### src/rtl/cid_pkg.sv
// Shared types and widths for the cubic interpolator with derivatives.
// No dependencies; cid_lane, cid_merge and the top file refer to it by scoped names.
package cid_pkg;

  localparam int unsigned DATA_W  = 32;  // Q16.16 field width
  localparam int unsigned DIFF_W  = 33;  // difference of two fields
  localparam int unsigned QQ_W    = 36;  // 2 * (3q - three abscissae)
  localparam int unsigned P2_W    = 66;  // product of two differences
  localparam int unsigned QDF_W   = 69;  // curvature factor times ordinate difference
  localparam int unsigned SS_W    = 68;  // sum of three pairwise products
  localparam int unsigned P3_W    = 99;  // product of three differences
  localparam int unsigned NS_W    = 101; // slope numerator before scaling
  localparam int unsigned NUM_W   = 132; // numerator and quotient width
  localparam int unsigned SUM_W   = 134; // f0 plus three terms
  localparam int unsigned LANE_LAT = NUM_W + 8;
  localparam int unsigned PIPE_LAT = LANE_LAT + 1;

  localparam logic signed [DATA_W-1:0] SAT_MAX = 32'sh7FFF_FFFF;
  localparam logic signed [DATA_W-1:0] SAT_MIN = 32'sh8000_0000;

  typedef struct packed {
    logic signed [DATA_W-1:0] point_x0;
    logic signed [DATA_W-1:0] point_x1;
    logic signed [DATA_W-1:0] point_x2;
    logic signed [DATA_W-1:0] point_x3;
    logic signed [DATA_W-1:0] value_f0;
    logic signed [DATA_W-1:0] value_f1;
    logic signed [DATA_W-1:0] value_f2;
    logic signed [DATA_W-1:0] value_f3;
    logic signed [DATA_W-1:0] query_point;
  } in_t;

  typedef struct packed {
    logic signed [DATA_W-1:0] interp_value;
    logic signed [DATA_W-1:0] first_derivative;
    logic signed [DATA_W-1:0] second_derivative;
    logic                     degenerate;
  } out_t;

endpackage

### src/rtl/cid_merge.sv
// Merge stage: sums the lane terms (plus f0 for the value), saturates to Q16.16, applies the degenerate flag.
// Depends on cid_pkg.
module cid_merge (
  input  logic                              clk,
  input  logic                              en,
  input  logic signed [cid_pkg::DATA_W-1:0] f0,
  input  logic                              degen,
  input  logic signed [cid_pkg::NUM_W-1:0]  v1, v2, v3,
  input  logic signed [cid_pkg::NUM_W-1:0]  s1, s2, s3,
  input  logic signed [cid_pkg::NUM_W-1:0]  c1, c2, c3,
  output cid_pkg::out_t                     result
);

  logic signed [cid_pkg::SUM_W-1:0] sum_v, sum_s, sum_c;
  logic                             degen_r;

  function automatic logic signed [cid_pkg::DATA_W-1:0] sat(
    input logic signed [cid_pkg::SUM_W-1:0] a
  );
    logic signed [cid_pkg::DATA_W-1:0] r;
    if (a > cid_pkg::SUM_W'(cid_pkg::SAT_MAX))      r = cid_pkg::SAT_MAX;
    else if (a < cid_pkg::SUM_W'(cid_pkg::SAT_MIN)) r = cid_pkg::SAT_MIN;
    else                                            r = a[cid_pkg::DATA_W-1:0];
    return r;
  endfunction

  always_ff @(posedge clk) begin
    if (en) begin
      sum_v   <= cid_pkg::SUM_W'(f0) + cid_pkg::SUM_W'(v1) + cid_pkg::SUM_W'(v2)
                 + cid_pkg::SUM_W'(v3);
      sum_s   <= cid_pkg::SUM_W'(s1) + cid_pkg::SUM_W'(s2) + cid_pkg::SUM_W'(s3);
      sum_c   <= cid_pkg::SUM_W'(c1) + cid_pkg::SUM_W'(c2) + cid_pkg::SUM_W'(c3);
      degen_r <= degen;
    end
  end

  always_comb begin
    result.degenerate = degen_r;
    if (degen_r) begin
      result.interp_value      = '0;
      result.first_derivative  = '0;
      result.second_derivative = '0;
    end else begin
      result.interp_value      = sat(sum_v);
      result.first_derivative  = sat(sum_s);
      result.second_derivative = sat(sum_c);
    end
  end

endmodule

### config.mk
export PLATFORM = sky130hd
export DESIGN_NAME = cid_merge
export DESIGN_NICKNAME = d
export VERILOG_FILES = /design/src/rtl/cid_pkg.sv /design/src/rtl/cid_merge.sv
export SDC_FILE = /design/constraint.sdc
export NUM_CORES = 2
export LEC_CHECK = 0
export BUFFER_PORTS_ARGS = -buffer_cell sky130_fd_sc_hd__buf_2
export CORE_AREA = 2 2 509 511
export CTS_CLUSTER_SIZE = 14
export DETAILED_ROUTE_END_ITERATION = 8
export DIE_AREA = 0 0 511 513
export PLACE_DENSITY = 0.5
export RECOVER_POWER = 100
export SYNTH_ARGS = -nofsm -noshare
export SYNTH_HDL_FRONTEND = slang
export SYNTH_SLANG_ARGS = --single-unit
### constraint.sdc
create_clock -name clk -period 9.7 [get_ports clk]
set_input_delay 0.485 -clock clk [delete_from_list [all_inputs] [get_ports clk]]
set_output_delay 0.485 -clock clk [all_outputs]
set_load 0.005 [all_outputs]
==> flow_summary.toml <==
[hold_path]
whs_endpoint = "sum_v[0]"
worstHoldPathType = "input pin to register"
min-delay-start = "v1[0]"
hold_path_depth = 3

[clock_tree]
post_cts_resized = 0
numClockSinks = 403
htreeDepth = 2
cts-buffers-inserted = 56
cts_tree = "yes"
cts_setup_buffers = 0
cts_hold_buf = 2
root_buffer = "clkbuf_16"
clk_pin_slew_ps = 80
ctsLongestPathBuffers = 3

[global_routing]
grt_max_degree = 133
grt_pass1_vias = 51800
grt_usage_pct = 19.8
antenna_found_initial = 43
grt_pass1_wl_um = 379000
grt_overflow = 0

[worst_setup_path]
criticalPathCategory = "input pin to register"
startpoint_type = "input pin"
path_max_fanout = 50
critPathMaxStageDelay_ps = 1240
slowest_stage = "clkbuf_1"
cp.required_ps = 10140
cp_cell_sequence = "clkbuf_1, inv_6, buf_4, fa_1, fa_1, inv_1, ha_1, nand4_1, nor3_1, and4b_1, nor2b_1, nand4_1, o32ai_1, o21ai_0, o21ai_0, a21oi_1, o2bb2ai_1, o31ai_1, a21oi_1, xnor2_1"
critPathArrivalTime_ps = 7990
end_kind = "register"

[detailed_routing]
dr_wl_met2_um = 129000
routed_wl_um = 270000
detail-route-antenna-nets = 0
top_layer = "met5"
drc = 0
drt_iter0_markers = 4241
route.met3.wl_um = 15900
dr.pass1.iters = 6
wl_met1_um = 114000
avgRoutedWirePerCell_um = 25.7
avgViaCountPerCell = 4.80
vias = 50300

[finish]
fin_nets = 9174
final_common_cell = "buf_2"
area_growth_pct = 22.1
final_cell_mix = "buf_2 (1217), inv_1 (735), a21oi_1 (683), fa_1 (531), nor2_1 (419)"
drive_gt1_share_pct = 19.0

[flow_run]
max_cap_violations = 7

[timing]
slew_headroom_pct = -261
fmax_ghz = 0.132
setup_tns_ps = 0
hold_viol = 0
period_minus_slack_ps = 7550
hold_ws_ps = 264
worst_slew_pin_slew_ps = 5420
rsz0062_at_grt = "false"
finalSetupViolCount = 0
period_share_pct = 77.8
drv_slew = 428

[run_status]
violations = "capacitance limit, slew limit"
status = "complete, but fails checks"

[placed_design]
gp_congestion = 1.08
hpwl_um = 240000
port_buffers = 1319

[logic_synthesis]
syn_inst = 5899
synth-async-reset-ratio_pct = 0
ys.flop_type = "edfxtp_1"
ys_types = 83
yosysWarnings = 0
synth_area_per_cell_um2 = 8.89
synth_edf_count = 403
synth_fp_nets = 8050
ys_ff_latch = 403
synth_area_um2 = 52400
yosysSeqAreaShare_pct = 23.1

[die]
ios = 1320
start_util_pct = 20.5
core_area_um2 = 256000
die-area_um2 = 262000
fp-row-count = 186
die_w_um = 511
fp.dieH_um = 513

[power_and_ir_drop]
power_density_nw_per_um2 = 205
p_leak_uw = 0.0279
irDropWorstVdd_uv = 93.3
## synth_stat cells, types with 22 or more instances
cell | number | area, µm²
a31oi_1 | 51 | 319
clkbuf_1 | 245 | 920
o21bai_1 | 128 | 961
nor3_1 | 78 | 390
o31ai_1 | 29 | 218
o211ai_1 | 22 | 165
or3_1 | 22 | 138
ha_1 | 397 | 4970
a21o_1 | 205 | 1540
nand2_1 | 366 | 1370
xor2_1 | 160 | 1400
nand3_1 | 60 | 300
xnor2_1 | 227 | 1990
a211oi_1 | 31 | 233
o21a_1 | 36 | 270
nor2b_1 | 36 | 225
a21oi_1 | 684 | 3420
nor2_1 | 419 | 1570
inv_1 | 736 | 2760
a21boi_0 | 27 | 203
nor4_1 | 111 | 694
nand2b_1 | 35 | 219
edfxtp_1 | 403 | 12100
fa_1 | 531 | 10600
nand4_1 | 311 | 1950
o21ai_0 | 312 | 1560
## per-layer routing
metal,vias up,track usage [%]
met5,-,0
met4,8,7.15
met3,294,2.77
met2,2146,34.0
met1,24800,25.2
li1,23100,-
## power by group
| part | switching (µW) | leakage [µW] | internal, µW |
|---|---|---|---|
| Combinational | 4880 | 0.0231 | 2720 |
| Sequential | 473 | 0.00394 | 2940 |
| Clock | 912 | 0.000869 | 1210 |
## state kept, by name, summed over array words and instances (netlist names)
register	count
degen_r	1
sum_c	134
sum_v	134
sum_s	134
## kinds of logic after synthesis
kind of cell	share of synthesized area [%]
compound gates	19.4
xor+xnor	6.46
fa+ha+maj	29.7
buf+inv	7.25
flops	23.1
simple gates	14.1
## cell type report
type                       count  area (µm²)
clock inverter                35         363
clock buffer                  67        1460
timing repair buffer        1334        6590
tap                         3384        4230
fill                       28100      192000
sequential                   403       12100
multi-input combinational   4492       36500
antenna                       25        62.6
inverter                     736        2770
## critical path, delay by kind of cell
| kind | cells | cell delay, ps |
|---|---|---|
| buffers and inverters | 4 | 2530 |
| AO/OA/AOI/OAI | 7 | 2190 |
| adder cells (fa/ha/maj) | 3 | 1560 |
| AND/OR/NAND/NOR | 5 | 1060 |
| XOR/XNOR | 1 | 130 |
## metrics by stage
step / setup slack, ps / util, % / cells / cell area [µm²] / total power (µW)
2_1_floorplan: 1380 / - / 5899 / 52400 / 7950
3_5_place_dp: 2380 / 24.4 / 10300 / 62400 / 11000
5_1_grt: 1480 / 25.0 / 10500 / 64000 / 14000
6_report: 2150 / 25.0 / 10500 / 64100 / 13100
3_3_place_gp: 2470 / 24.4 / 10300 / 62400 / 11000
4_1_cts: 3190 / 25.1 / 10500 / 64300 / 13200
## worst max path at each step
stage            from  slack (ps)    endpoint
2_1_floorplan  f0[31]        1380  sum_v[128]
3_3_place_gp   f0[31]        2470  sum_v[128]
3_5_place_dp   f0[31]        2380  sum_v[128]
4_1_cts        f0[31]        3190  sum_v[128]
5_1_grt        f0[31]        1480  sum_v[128]
6_report       f0[31]        2150  sum_v[128]
No activity file was read; power rests on OpenSTA's default activity.
